$ cat src/rtl/core/mfmd_pkg.sv
// Shared types and constants for the motor feedback multi-turn decoder.
`default_nettype none

package mfmd_pkg;

   // Per-motor tracking state as held in the slot memory
   typedef struct packed {
      logic [7:0]         seen;
      logic [15:0]        offset;
      logic signed [31:0] turns;
      logic [15:0]        prev;
   } slot_type;

   // Per-request tracking result handed from the update stage to the scaling pipe
   typedef struct packed {
      logic [3:0]         motor_id;
      logic               calibrating;
      logic [15:0]        enc;
      logic signed [16:0] delta;
      logic signed [31:0] turns;
      logic signed [16:0] off_diff;
      logic signed [15:0] speed;
      logic signed [15:0] current;
      logic [7:0]         temp;
   } track_type;

   localparam logic [7:0]         CAL_COUNT_RESET = 8'd50;
   localparam logic [7:0]         SEEN_LIMIT      = 8'hFF;
   localparam logic signed [31:0] TURNS_MAX       = 32'sh7FFF_FFFF;
   localparam logic signed [31:0] TURNS_MIN       = -32'sh7FFF_FFFF - 32'sd1;

   // 360 * 256 = 45 << 11
   localparam int unsigned ANGLE_MUL   = 45;
   localparam int unsigned ANGLE_SHIFT = 11;

   localparam int unsigned RSP_DATA_W = 208;
   localparam int unsigned RSP_USER_W = 5;

endpackage

`default_nettype wire

$ cat src/rtl/core/motor_feedback_multiturn_decoder_top.sv
// Top level: request intake, per-motor read-modify-write stage and result pipe.
// An accepted request passes through the slot read and update, the total, the
// multiply and the scale into the output register.
// Throughput: one request per cycle unless the response side stalls; the slot memory
// is read on accept and written back as the request leaves the update stage, with the
// last write forwarded to the next read. ENCODER_SPAN must be a power of two. Synchronous
// reset clears all motor state at once (valid bits) and sets calibration_count to 50.
`default_nettype none

module motor_feedback_multiturn_decoder_top #(
   parameter int unsigned MOTOR_SLOTS  = 16,
   parameter int unsigned ENCODER_SPAN = 8192
) (
   input  wire logic                                clock,
   input  wire logic                                reset,
   // csr
   input  wire logic                                csr_wr_en,
   input  wire logic [7:0]                          csr_wr_data,   // calibration_count
   // request
   input  wire logic                                req_tvalid,
   output logic                                     req_tready,
   input  wire logic [55:0]                         req_tdata,     // frame_data
   input  wire logic [3:0]                          req_tuser,     // motor_index
   // response
   output logic                                     rsp_tvalid,
   input  wire logic                                rsp_tready,
   // encoder_position[15:0], step_delta[32:16], turn_count[64:33], total_count[112:65],
   // shaft_angle[164:113], shaft_speed[180:165], motor_current[196:181],
   // motor_temperature[204:197], zero pad
   output logic [mfmd_pkg::RSP_DATA_W-1:0]          rsp_tdata,
   // motor_id[3:0], calibrating[4]
   output logic [mfmd_pkg::RSP_USER_W-1:0]          rsp_tuser
);
   import mfmd_pkg::*;

   localparam int unsigned AW = (MOTOR_SLOTS > 1) ? $clog2(MOTOR_SLOTS) : 1;
   localparam logic signed [17:0] SPAN_S = 18'(ENCODER_SPAN);
   localparam logic signed [17:0] HALF_S = 18'(ENCODER_SPAN / 2);

   logic [7:0]   cal_count_ff, cal_count_in;
   logic         s1_valid_ff, s1_valid_in;
   logic [3:0]   s1_idx_ff;
   logic [55:0]  s1_frame_ff;

   logic         accept, scale_ready;
   slot_type     rec, rec_new;
   track_type    trk;
   logic         in_range, calib, wrap_dn, wrap_up;
   logic [7:0]   seen_new;
   logic [15:0]  enc;
   logic signed [17:0] d, delta18;
   logic signed [31:0] turns_new;
   logic         wr_en;

   assign req_tready = !s1_valid_ff || scale_ready;
   assign accept     = req_tvalid && req_tready;

   always_comb begin
      cal_count_in = csr_wr_en ? csr_wr_data : cal_count_ff;
      s1_valid_in  = req_tready ? req_tvalid : s1_valid_ff;
   end

   always_ff @(posedge clock) begin
      if (reset) begin
         cal_count_ff <= CAL_COUNT_RESET;
         s1_valid_ff  <= 1'b0;
      end else begin
         cal_count_ff <= cal_count_in;
         s1_valid_ff  <= s1_valid_in;
      end
   end

   always_ff @(posedge clock) begin
      if (accept) begin
         s1_idx_ff   <= req_tuser;
         s1_frame_ff <= req_tdata;
      end
   end

   mfmd_slot_store #(
      .MOTOR_SLOTS (MOTOR_SLOTS),
      .AW          (AW)
   ) u_store (
      .clock   (clock),
      .reset   (reset),
      .rd_en   (accept),
      .rd_addr (AW'(req_tuser)),
      .rd_data (rec),
      .wr_en   (wr_en),
      .wr_addr (AW'(s1_idx_ff)),
      .wr_data (rec_new)
   );

   // update stage
   always_comb begin
      enc      = s1_frame_ff[55:40];
      in_range = 7'(s1_idx_ff) < 7'(MOTOR_SLOTS);
      seen_new = (rec.seen == SEEN_LIMIT) ? SEEN_LIMIT : rec.seen + 8'd1;
      calib    = !in_range || (seen_new < cal_count_ff);

      d       = $signed({2'b00, enc}) - $signed({2'b00, rec.prev});
      wrap_dn = d > HALF_S;
      wrap_up = d < -HALF_S;
      turns_new = rec.turns;
      delta18   = d;
      if (wrap_dn) begin
         delta18 = d - SPAN_S;
         if (rec.turns != TURNS_MIN) begin
            turns_new = rec.turns - 32'sd1;
         end
      end else if (wrap_up) begin
         delta18 = d + SPAN_S;
         if (rec.turns != TURNS_MAX) begin
            turns_new = rec.turns + 32'sd1;
         end
      end

      rec_new.seen = seen_new;
      rec_new.prev = enc;
      if (calib) begin
         rec_new.offset = enc;
         rec_new.turns  = rec.turns;
      end else begin
         rec_new.offset = rec.offset;
         rec_new.turns  = turns_new;
      end

      trk.motor_id    = s1_idx_ff;
      trk.calibrating = calib;
      trk.enc         = enc;
      trk.speed       = $signed(s1_frame_ff[39:24]);
      trk.current     = $signed(s1_frame_ff[23:8]);
      trk.temp        = s1_frame_ff[7:0];
      if (calib) begin
         trk.delta    = '0;
         trk.turns    = '0;
         trk.off_diff = '0;
      end else begin
         trk.delta    = delta18[16:0];
         trk.turns    = turns_new;
         trk.off_diff = $signed({1'b0, enc}) - $signed({1'b0, rec.offset});
      end
   end

   assign wr_en = s1_valid_ff && scale_ready && in_range;

   mfmd_scale #(
      .ENCODER_SPAN (ENCODER_SPAN)
   ) u_scale (
      .clock      (clock),
      .reset      (reset),
      .trk_valid  (s1_valid_ff),
      .trk_ready  (scale_ready),
      .trk_data   (trk),
      .rsp_tvalid (rsp_tvalid),
      .rsp_tready (rsp_tready),
      .rsp_tdata  (rsp_tdata),
      .rsp_tuser  (rsp_tuser)
   );

endmodule

`default_nettype wire

$ cat src/rtl/core/mfmd_slot_store.sv
// Per-motor state memory with registered read, valid bits and write forwarding.
`default_nettype none

module mfmd_slot_store #(
   parameter int unsigned MOTOR_SLOTS = 16,
   parameter int unsigned AW          = 4
) (
   input  wire logic              clock,
   input  wire logic              reset,
   input  wire logic              rd_en,
   input  wire logic [AW-1:0]     rd_addr,
   output mfmd_pkg::slot_type     rd_data,
   input  wire logic              wr_en,
   input  wire logic [AW-1:0]     wr_addr,
   input  mfmd_pkg::slot_type     wr_data
);
   import mfmd_pkg::*;

   slot_type                slot_mem_ff [MOTOR_SLOTS];
   logic [MOTOR_SLOTS-1:0]  valid_ff;
   logic [MOTOR_SLOTS-1:0]  valid_in;
   slot_type                rd_data_ff;
   logic                    rd_valid_ff;
   logic [AW-1:0]           rd_addr_ff;
   // last write, covers a read issued on the same edge as the write
   slot_type                fwd_data_ff;
   logic [AW-1:0]           fwd_addr_ff;
   logic                    fwd_valid_ff;
   logic                    fwd_valid_in;

   always_comb begin
      valid_in = valid_ff;
      if (wr_en) begin
         valid_in[wr_addr] = 1'b1;
      end
      fwd_valid_in = fwd_valid_ff | wr_en;
   end

   always_ff @(posedge clock) begin
      if (reset) begin
         valid_ff     <= '0;
         fwd_valid_ff <= 1'b0;
      end else begin
         valid_ff     <= valid_in;
         fwd_valid_ff <= fwd_valid_in;
      end
   end

   always_ff @(posedge clock) begin
      if (wr_en) begin
         slot_mem_ff[wr_addr] <= wr_data;
         fwd_data_ff          <= wr_data;
         fwd_addr_ff          <= wr_addr;
      end
      if (rd_en) begin
         rd_data_ff  <= slot_mem_ff[rd_addr];
         rd_valid_ff <= valid_ff[rd_addr];
         rd_addr_ff  <= rd_addr;
      end
   end

   always_comb begin
      if (fwd_valid_ff && (fwd_addr_ff == rd_addr_ff)) begin
         rd_data = fwd_data_ff;
      end else if (rd_valid_ff) begin
         rd_data = rd_data_ff;
      end else begin
         rd_data = '0;
      end
   end

endmodule

`default_nettype wire

$ cat src/rtl/core/mfmd_scale.sv
// Total count and angle pipeline: total, constant multiply, scale and clamp, output register.
`default_nettype none

module mfmd_scale #(
   parameter int unsigned ENCODER_SPAN = 8192
) (
   input  wire logic                                   clock,
   input  wire logic                                   reset,
   input  wire logic                                   trk_valid,
   output logic                                        trk_ready,
   input  mfmd_pkg::track_type                         trk_data,
   output logic                                        rsp_tvalid,
   input  wire logic                                   rsp_tready,
   output logic [mfmd_pkg::RSP_DATA_W-1:0]             rsp_tdata,
   output logic [mfmd_pkg::RSP_USER_W-1:0]             rsp_tuser
);
   import mfmd_pkg::*;

   localparam int unsigned LOG_SPAN = $clog2(ENCODER_SPAN);
   localparam int unsigned SH_UP    = (LOG_SPAN <= ANGLE_SHIFT) ? ANGLE_SHIFT - LOG_SPAN : 0;
   localparam int unsigned SH_DN    = (LOG_SPAN > ANGLE_SHIFT) ? LOG_SPAN - ANGLE_SHIFT : 0;

   localparam logic signed [49:0] TOT_HI = 50'sd140737488355327;
   localparam logic signed [49:0] TOT_LO = -50'sd140737488355328;
   localparam logic signed [59:0] ANG_HI = 60'sd2251799813685247;
   localparam logic signed [59:0] ANG_LO = -60'sd2251799813685248;
   localparam logic signed [59:0] BIAS   = 60'((64'd1 << SH_DN) - 64'd1);
   localparam logic signed [54:0] MUL_K  = 55'(ANGLE_MUL);

   // stage 2: total count
   logic                s2_valid_ff, s2_valid_in;
   track_type           s2_trk_ff;
   logic signed [47:0]  s2_total_ff, s2_total_in;
   // stage 3: total times 45
   logic                s3_valid_ff, s3_valid_in;
   track_type           s3_trk_ff;
   logic signed [47:0]  s3_total_ff;
   logic signed [54:0]  s3_prod_ff, s3_prod_in;
   // output register
   logic                out_valid_ff, out_valid_in;
   track_type           out_trk_ff;
   logic signed [47:0]  out_total_ff;
   logic signed [51:0]  out_angle_ff, out_angle_in;

   logic                out_ready, s3_ready, s2_ready;
   logic signed [49:0]  turns_ext, diff_ext, total_full;
   logic signed [59:0]  prod_ext, prod_bias, angle_full;

   assign out_ready = !out_valid_ff || rsp_tready;
   assign s3_ready  = !s3_valid_ff || out_ready;
   assign s2_ready  = !s2_valid_ff || s3_ready;
   assign trk_ready = s2_ready;

   always_comb begin
      turns_ext  = {{18{trk_data.turns[31]}}, trk_data.turns};
      diff_ext   = {{33{trk_data.off_diff[16]}}, trk_data.off_diff};
      total_full = (turns_ext <<< LOG_SPAN) + diff_ext;
      if (total_full > TOT_HI) begin
         s2_total_in = TOT_HI[47:0];
      end else if (total_full < TOT_LO) begin
         s2_total_in = TOT_LO[47:0];
      end else begin
         s2_total_in = total_full[47:0];
      end

      s3_prod_in = $signed({{7{s2_total_ff[47]}}, s2_total_ff}) * MUL_K;

      // divide by the span with truncation toward zero
      prod_ext   = {{5{s3_prod_ff[54]}}, s3_prod_ff};
      prod_bias  = s3_prod_ff[54] ? prod_ext + BIAS : prod_ext;
      angle_full = (prod_bias >>> SH_DN) <<< SH_UP;
      if (angle_full > ANG_HI) begin
         out_angle_in = ANG_HI[51:0];
      end else if (angle_full < ANG_LO) begin
         out_angle_in = ANG_LO[51:0];
      end else begin
         out_angle_in = angle_full[51:0];
      end

      s2_valid_in  = s2_ready ? trk_valid : s2_valid_ff;
      s3_valid_in  = s3_ready ? s2_valid_ff : s3_valid_ff;
      out_valid_in = out_ready ? s3_valid_ff : out_valid_ff;
   end

   always_ff @(posedge clock) begin
      if (reset) begin
         s2_valid_ff  <= 1'b0;
         s3_valid_ff  <= 1'b0;
         out_valid_ff <= 1'b0;
      end else begin
         s2_valid_ff  <= s2_valid_in;
         s3_valid_ff  <= s3_valid_in;
         out_valid_ff <= out_valid_in;
      end
   end

   always_ff @(posedge clock) begin
      if (s2_ready) begin
         s2_trk_ff   <= trk_data;
         s2_total_ff <= s2_total_in;
      end
      if (s3_ready) begin
         s3_trk_ff   <= s2_trk_ff;
         s3_total_ff <= s2_total_ff;
         s3_prod_ff  <= s3_prod_in;
      end
      if (out_ready) begin
         out_trk_ff   <= s3_trk_ff;
         out_total_ff <= s3_total_ff;
         out_angle_ff <= out_angle_in;
      end
   end

   assign rsp_tvalid = out_valid_ff;
   assign rsp_tuser  = {out_trk_ff.calibrating, out_trk_ff.motor_id};
   assign rsp_tdata  = {3'b000, out_trk_ff.temp, out_trk_ff.current, out_trk_ff.speed,
                        out_angle_ff, out_total_ff, out_trk_ff.turns, out_trk_ff.delta,
                        out_trk_ff.enc};

endmodule

`default_nettype wire

$ cat config.mk
export PLATFORM = sky130hd
export DESIGN_NAME = motor_feedback_multiturn_decoder_top
export DESIGN_NICKNAME = d
export VERILOG_FILES = /design/src/rtl/core/mfmd_pkg.sv /design/src/rtl/core/motor_feedback_multiturn_decoder_top.sv /design/src/rtl/core/mfmd_slot_store.sv /design/src/rtl/core/mfmd_scale.sv
export SDC_FILE = /design/constraint.sdc
export NUM_CORES = 2
export LEC_CHECK = 0
export BUFFER_PORTS_ARGS = -buffer_cell sky130_fd_sc_hd__buf_2
export CAP_MARGIN = 20
export CELL_PAD_IN_SITES_DETAIL_PLACEMENT = 2
export CELL_PAD_IN_SITES_GLOBAL_PLACEMENT = 2
export CORE_MARGIN = 10
export CORE_UTILIZATION = 35
export DETAILED_ROUTE_END_ITERATION = 10
export PLACE_DENSITY_LB_ADDON = 0.05
export SLEW_MARGIN = 20
export SYNTH_ARGS = -nofsm -noshare
export SYNTH_HDL_FRONTEND = slang
export SYNTH_SLANG_ARGS = --single-unit
$ cat constraint.sdc
create_clock -name clock -period 14.5 [get_ports clock]
set_input_delay 0.725 -clock clock [delete_from_list [all_inputs] [get_ports clock]]
set_output_delay 0.725 -clock clock [all_outputs]
set_load 0.02 [all_outputs]
Word-level counts from Yosys, hierarchy flattened
Memory sizes are Yosys's and may differ from the RTL's. A register that Yosys moved wholly into a read port is not among the register bits.
Cells that the tools add are included.
{ "word_totals": {"memories": 1, "regBits": 747, "ramBits": 1152, "input_bits": 73} }
{ "mem_list": {"columns": ["name", "depth", "word_bits", "rd", "rd_ports_with_merged_regs", "wr", "line_no", "text"], "rows": [
  ["u_store.slot_mem_ff", 16, 72, 1, 1, 1, "mfmd_slot_store.sv:19", "slot_type slot_mem_ff [MOTOR_SLOTS];"]
]} }
{ "op_classes": {"eq_ne": 4, "n_bitwise": 2, "add_sub_neg": 9, "mul": 1, "n_reduce_logical": 12, "n_lt_le_gt_ge": 10, "muxes": 20} }
{ "ops": {"columns": ["op", "count"], "rows": [
  ["72-bit two-way mux", 2],
  ["32-bit two-way mux", 4],
  ["48-bit two-way mux", 2],
  ["32-bit inequality test, second input constant", 2],
  ["60-bit two-way mux", 1],
  ["58-bit by 52-bit greater-than comparator with 1-bit output, second input constant", 1],
  ["58-bit by 52-bit < comparator with 1-bit output, second input constant", 1],
  ["55-bit by 3-bit adder with 56-bit output, second input constant", 1],
  ["48-bit by 7-bit multiplier with 55-bit output, second input constant", 1],
  ["52-bit two-way mux", 1],
  ["50-bit by 48-bit greater-than comparator with 1-bit output, second input constant", 1],
  ["50-bit by 48-bit < comparator with 1-bit output, second input constant", 1],
  ["49-bit two-way mux", 1],
  ["45-bit by 17-bit adder with 46-bit output", 1],
  ["17-bit two-way mux", 2],
  ["16-bit by 16-bit subtractor with 17-bit output", 2],
  ["32-bit by 2-bit adder with 32-bit output, second input constant", 1],
  ["32-bit by 2-bit subtractor with 32-bit output, second input constant", 1],
  ["17-bit by 15-bit adder with 17-bit output, second input constant", 1],
  ["17-bit by 14-bit greater-than comparator with 1-bit output, second input constant", 1],
  ["17-bit by 13-bit < comparator with 1-bit output, second input constant", 1],
  ["17-bit by 15-bit subtractor with 17-bit output, second input constant", 1],
  ["16-bit bitwise OR", 1],
  ["4-bit by 5-bit < comparator with 1-bit output, second input constant", 2],
  ["other kinds (13)", 25]
]} }

Depth between registers and ports, before layout
{ "logic_depth": {"word_depth": 11, "mapped_depth": 39} }

Hierarchy
Synthesis repeated with hierarchy kept, for this count alone.
{ "hier_totals": {"hier_cells": 4814, "hier_area_um2": 82857.0} }
{ "modules_own_cells": {"columns": ["mod", "area_each_um2", "n_inst", "seq_area_each_um2", "cells_per_inst"], "rows": [
  ["mfmd_slot_store", 49683.9, 1, 39527.9, 2236],
  ["mfmd_scale", 26664.3, 1, 17356.6, 1779],
  ["motor_feedback_multiturn_decoder_top", 6508.7, 1, 1981.9, 799]
]} }

Least setup slack after synthesis
OpenSTA, ideal clock, no wires.
{ "synth_timing": {"kind": "input port to flip-flop", "start": "input rsp_tready", "end": "memory u_store.slot_mem_ff[12][0] (netlist name) (enable)", "cell_stages": 6, "path_slack_ps": 2252, "required_ps": 13907, "arrival_ps": 11654, "cell_sequence": "nor2b_1 nand3_1 nand2_1 inv_1 nand3_1 nor3_1"} }
{ "synth_via": {"elab_chain_cells": 6} }
{ "synth_rtl": {"columns": ["element", "line_no", "text"], "rows": [
  ["start, declared", "motor_feedback_multiturn_decoder_top.sv:26", "input wire logic rsp_tready,"],
  ["1-bit logical OR", "mfmd_scale.sv:49", "assign out_ready = !out_valid_ff || rsp_tready;"],
  ["1-bit logical OR", "mfmd_scale.sv:50", "assign s3_ready = !s3_valid_ff || out_ready;"],
  ["1-bit logical OR", "mfmd_scale.sv:51", "assign s2_ready = !s2_valid_ff || s3_ready;"],
  ["via scale_ready", "motor_feedback_multiturn_decoder_top.sv:45", "logic accept, scale_ready;"],
  ["1-bit logical AND", "motor_feedback_multiturn_decoder_top.sv:145", "assign wr_en = s1_valid_ff && scale_ready && in_range;"],
  ["via u_store.wr_en", "mfmd_slot_store.sv:13", "input wire logic wr_en,"],
  ["1-bit two-way mux", "mfmd_slot_store.sv:50", "if (wr_en) begin"],
  ["1-bit two-way mux (implied by the code)", "mfmd_slot_store.sv:51", "slot_mem_ff[wr_addr] <= wr_data;"],
  ["end, declared", "mfmd_slot_store.sv:19", null]
]} }
The timed path passes the listed nets, and every way through them passes these cells.

==> flow_summary.yaml <==
power:
  p_per_area_nw_per_um2: 157
  power.leakage_nw: 34.8
  peakVddDrop_uv: 103
  totalPowerFinal_w: 0.0152
global_routing:
  overflow: 0
  grt_pass1_vias: 49400
  grt_pass1_wl_mm: 354
  grt_max_degree: 75
  antenna_found_initial: 27
  grt_use_total_pct: 18.4
yosys:
  yosysMostFrequentCell: "edfxtp_1"
  ys_ff_latch: 1963
  synth_warnings: 0
  synth_top_area_share_pct: 69.4
  synth_edf_count: 1934
  seq_area_frac_synth_pct: 70.1
  ys.flop_type: "edfxtp_1"
  syn-cell-area_sq_um: 83600
  synth_cells: 4787
  synth_area_leaders: "edfxtp_1, mux4_2, ha_1"
  synthTopCellsByCount: "edfxtp_1, mux4_2, inv_1"
  async_flop_share_pct: 0
  synth.avg_cell_area_sq_um: 17.5
  yosysTopAreaCell: "edfxtp_1"
  ys_types: 101
sta:
  slew_viol_final: 0
  fin_worst_skew_ps: 81.7
  report.final.hold_viol_count: 0
  fin_crit_ps: 10930
  setup_tns_ps: 0
  rsz0062_at_grt: "no"
  fmax_ghz: 0.0915
  tightest_slew_ps: 1140
  finalSetupViolations: 0
  fin_crit_sh_pct: 75.4
  whs_ps: 74.7
  relSlewSlack_pct: 23.7
run:
  cap_violations: 0
routing:
  drt_iter0_markers: 3256
  dr.pass1.iters: 5
  m1WireLength_mm: 113
  route.met3.wl_mm: 8.57
  ant_nets: 0
  vias_per_cell: 5.22
  wirelength_mm: 242
  drc: 0
  num_vias: 45000
  wl_per_cell_um: 28.0
  wl_met2_mm: 116
  top_layer: "met4"
cells_and_area:
  multiInputGateArea_sq_um: 23600
  drive_gt1_share_pct: 21.7
  syn_to_final_growth_pct: 16.0
  fin_nets: 5657
  regArea_sq_um: 58700
  fill_cells: 22800
clocking:
  cts_tree: "yes"
  postCtsSetupBuffers: 0
  numCtsBuffers: 215
  htree_levels: 4
  clock_latency_ps: 880
  cts-root-buf: "clkbuf_16"
  clock_path_buffers: 3
  path_clk_slew_ps: 60
  cts_sinks: 1963
setup_path:
  cp-end-kind: "flop"
  crit_required_ps: 15100
  path_class: "flop to flop"
  cpMaxStageDelayCell: "nor3_4"
  cpPeakStageDelay_ps: 800
  path_delay_family: "simple AND/OR/NAND/NOR gates"
  worstPathMaxFanout: 54
  cp_data_arrival_time_ps: 11530
  cpMostUsedCell: "nand2_1"
  critical_path_buf_inv_count: 5
  worst_setup_path_start_kind: "flop"
place:
  dpl.hpwl_mm: 156
  port_buffers: 284
  place.gp.congestion: 0.793
floorplanning:
  fp-row-count: 179
  core_sq_um: 238000
  pin_count: 288
  die_height_um: 509
  die-area_sq_um: 259000
  die-width_um: 509
  start_util_pct: 35.2
min_path:
  min_path_type: "input port to flop"
outcome:
  status: "completed"
[repair_timing]
action	CTS	global route
hold buffers	43	0
endpoints found under the hold margin	43	0
gates resized for setup	0	0
[registers in the layout, summed over array words and instances, names as in the netlist, 16 cells and up]
signal and cells:
u_store.slot_mem_ff 1152, u_store.rd_data_ff 72, u_scale.s2_trk_ff 110, u_scale.s3_prod_ff 55
u_scale.s2_total_ff 46, u_store.valid_ff 16, u_scale.out_angle_ff 52, s1_frame_ff 56
u_scale.rsp_tdata 105, u_scale.out_total_ff 46, u_store.fwd_data_ff 72, u_scale.s3_trk_ff 110
u_scale.s3_total_ff 44
[area by class of cell]
cell class | instances | area share [%]
well taps | 3167 | 4.08
diodes | 7 | 0.0181
repair buffers | 450 | 2.95
multi-input cells | 2358 | 24.3
clock inverters | 131 | 1.26
inverters | 284 | 1.11
flip-flops and latches | 1963 | 60.4
clock buffers | 272 | 5.83
[routing by layer]
metal | vias up | global-route usage [%]
met3 | 272 | 2.42
met5 | - | 0
met4 | 0 | 3.95
met2 | 785 | 30.3
met1 | 24100 | 26.1
li1 | 19800 | -
[cell families (layout without fill, tap and decap cells)]
logic type	after synthesis	in the layout	share of synthesized area (%)
compound gates	658	658	5.14
xor+xnor	176	176	1.85
fa+ha+maj	312	312	5.50
buf+inv	468	1137	2.18
flops	1963	1963	70.1
mux	410	410	10.4
other cells	2	11	0.00898
simple gates	798	798	4.78
[cells in the final DEF (no fill, tap or decap), types with 30 or more instances in the layout]
cell,n
edfxtp_1,1934
o21ai_0,154
nor3_1,49
nand2_1,180
ha_1,219
clkbuf_1,52
buf_4,121
nor2_1,186
mux4_2,365
nand3_1,71
inv_1,280
xor2_1,62
and3_1,77
dlygate4sd3_1,43
clkinv_2,37
fa_1,93
xnor2_1,96
clkinv_1,57
buf_2,280
clkbuf_16,216
a21oi_1,184
a21o_1,57
nand4_1,41
nor4_1,30
[power breakdown]
group | internal, W | switching (W)
combinational | 0.00101 | 0.00178
sequential | 0.00684 | 0.000266
clock | 0.00300 | 0.00231
[worst paths after layout]
check | start | slack [ps] | end | depth (start not counted)
setup / recovery | u_store.rd_addr_ff[1]$_DFFE_PP_ | 3570 | u_scale.s2_total_ff[40]$_DFFE_PP_ | 35
hold / removal | req_tdata[50] | 70 | s1_frame_ff[50]$_DFFE_PP_ | 1
setup reg to reg | u_store.rd_addr_ff[1]$_DFFE_PP_ | 3570 | u_scale.s2_total_ff[40]$_DFFE_PP_ | 35
hold reg to reg | u_scale.s3_total_ff[39]$_DFFE_PP_ | 390 | u_scale.out_total_ff[39]$_DFFE_PP_ | 0
[metrics by stage]
step | instances | setup WS, ps | cell area, sq um | util [%]
after global placement | 8176 | 3630 | 89500 | 37.6
after detailed placement | 8178 | 3520 | 89600 | 37.7
after CTS | 8624 | 3460 | 96900 | 40.7
after global routing | 8626 | 2630 | 97000 | 40.8
after floorplan | 4789 | 2250 | 83600 | -
final | 8632 | 3570 | 97000 | 40.8
(Power assumes the default switching activity.)
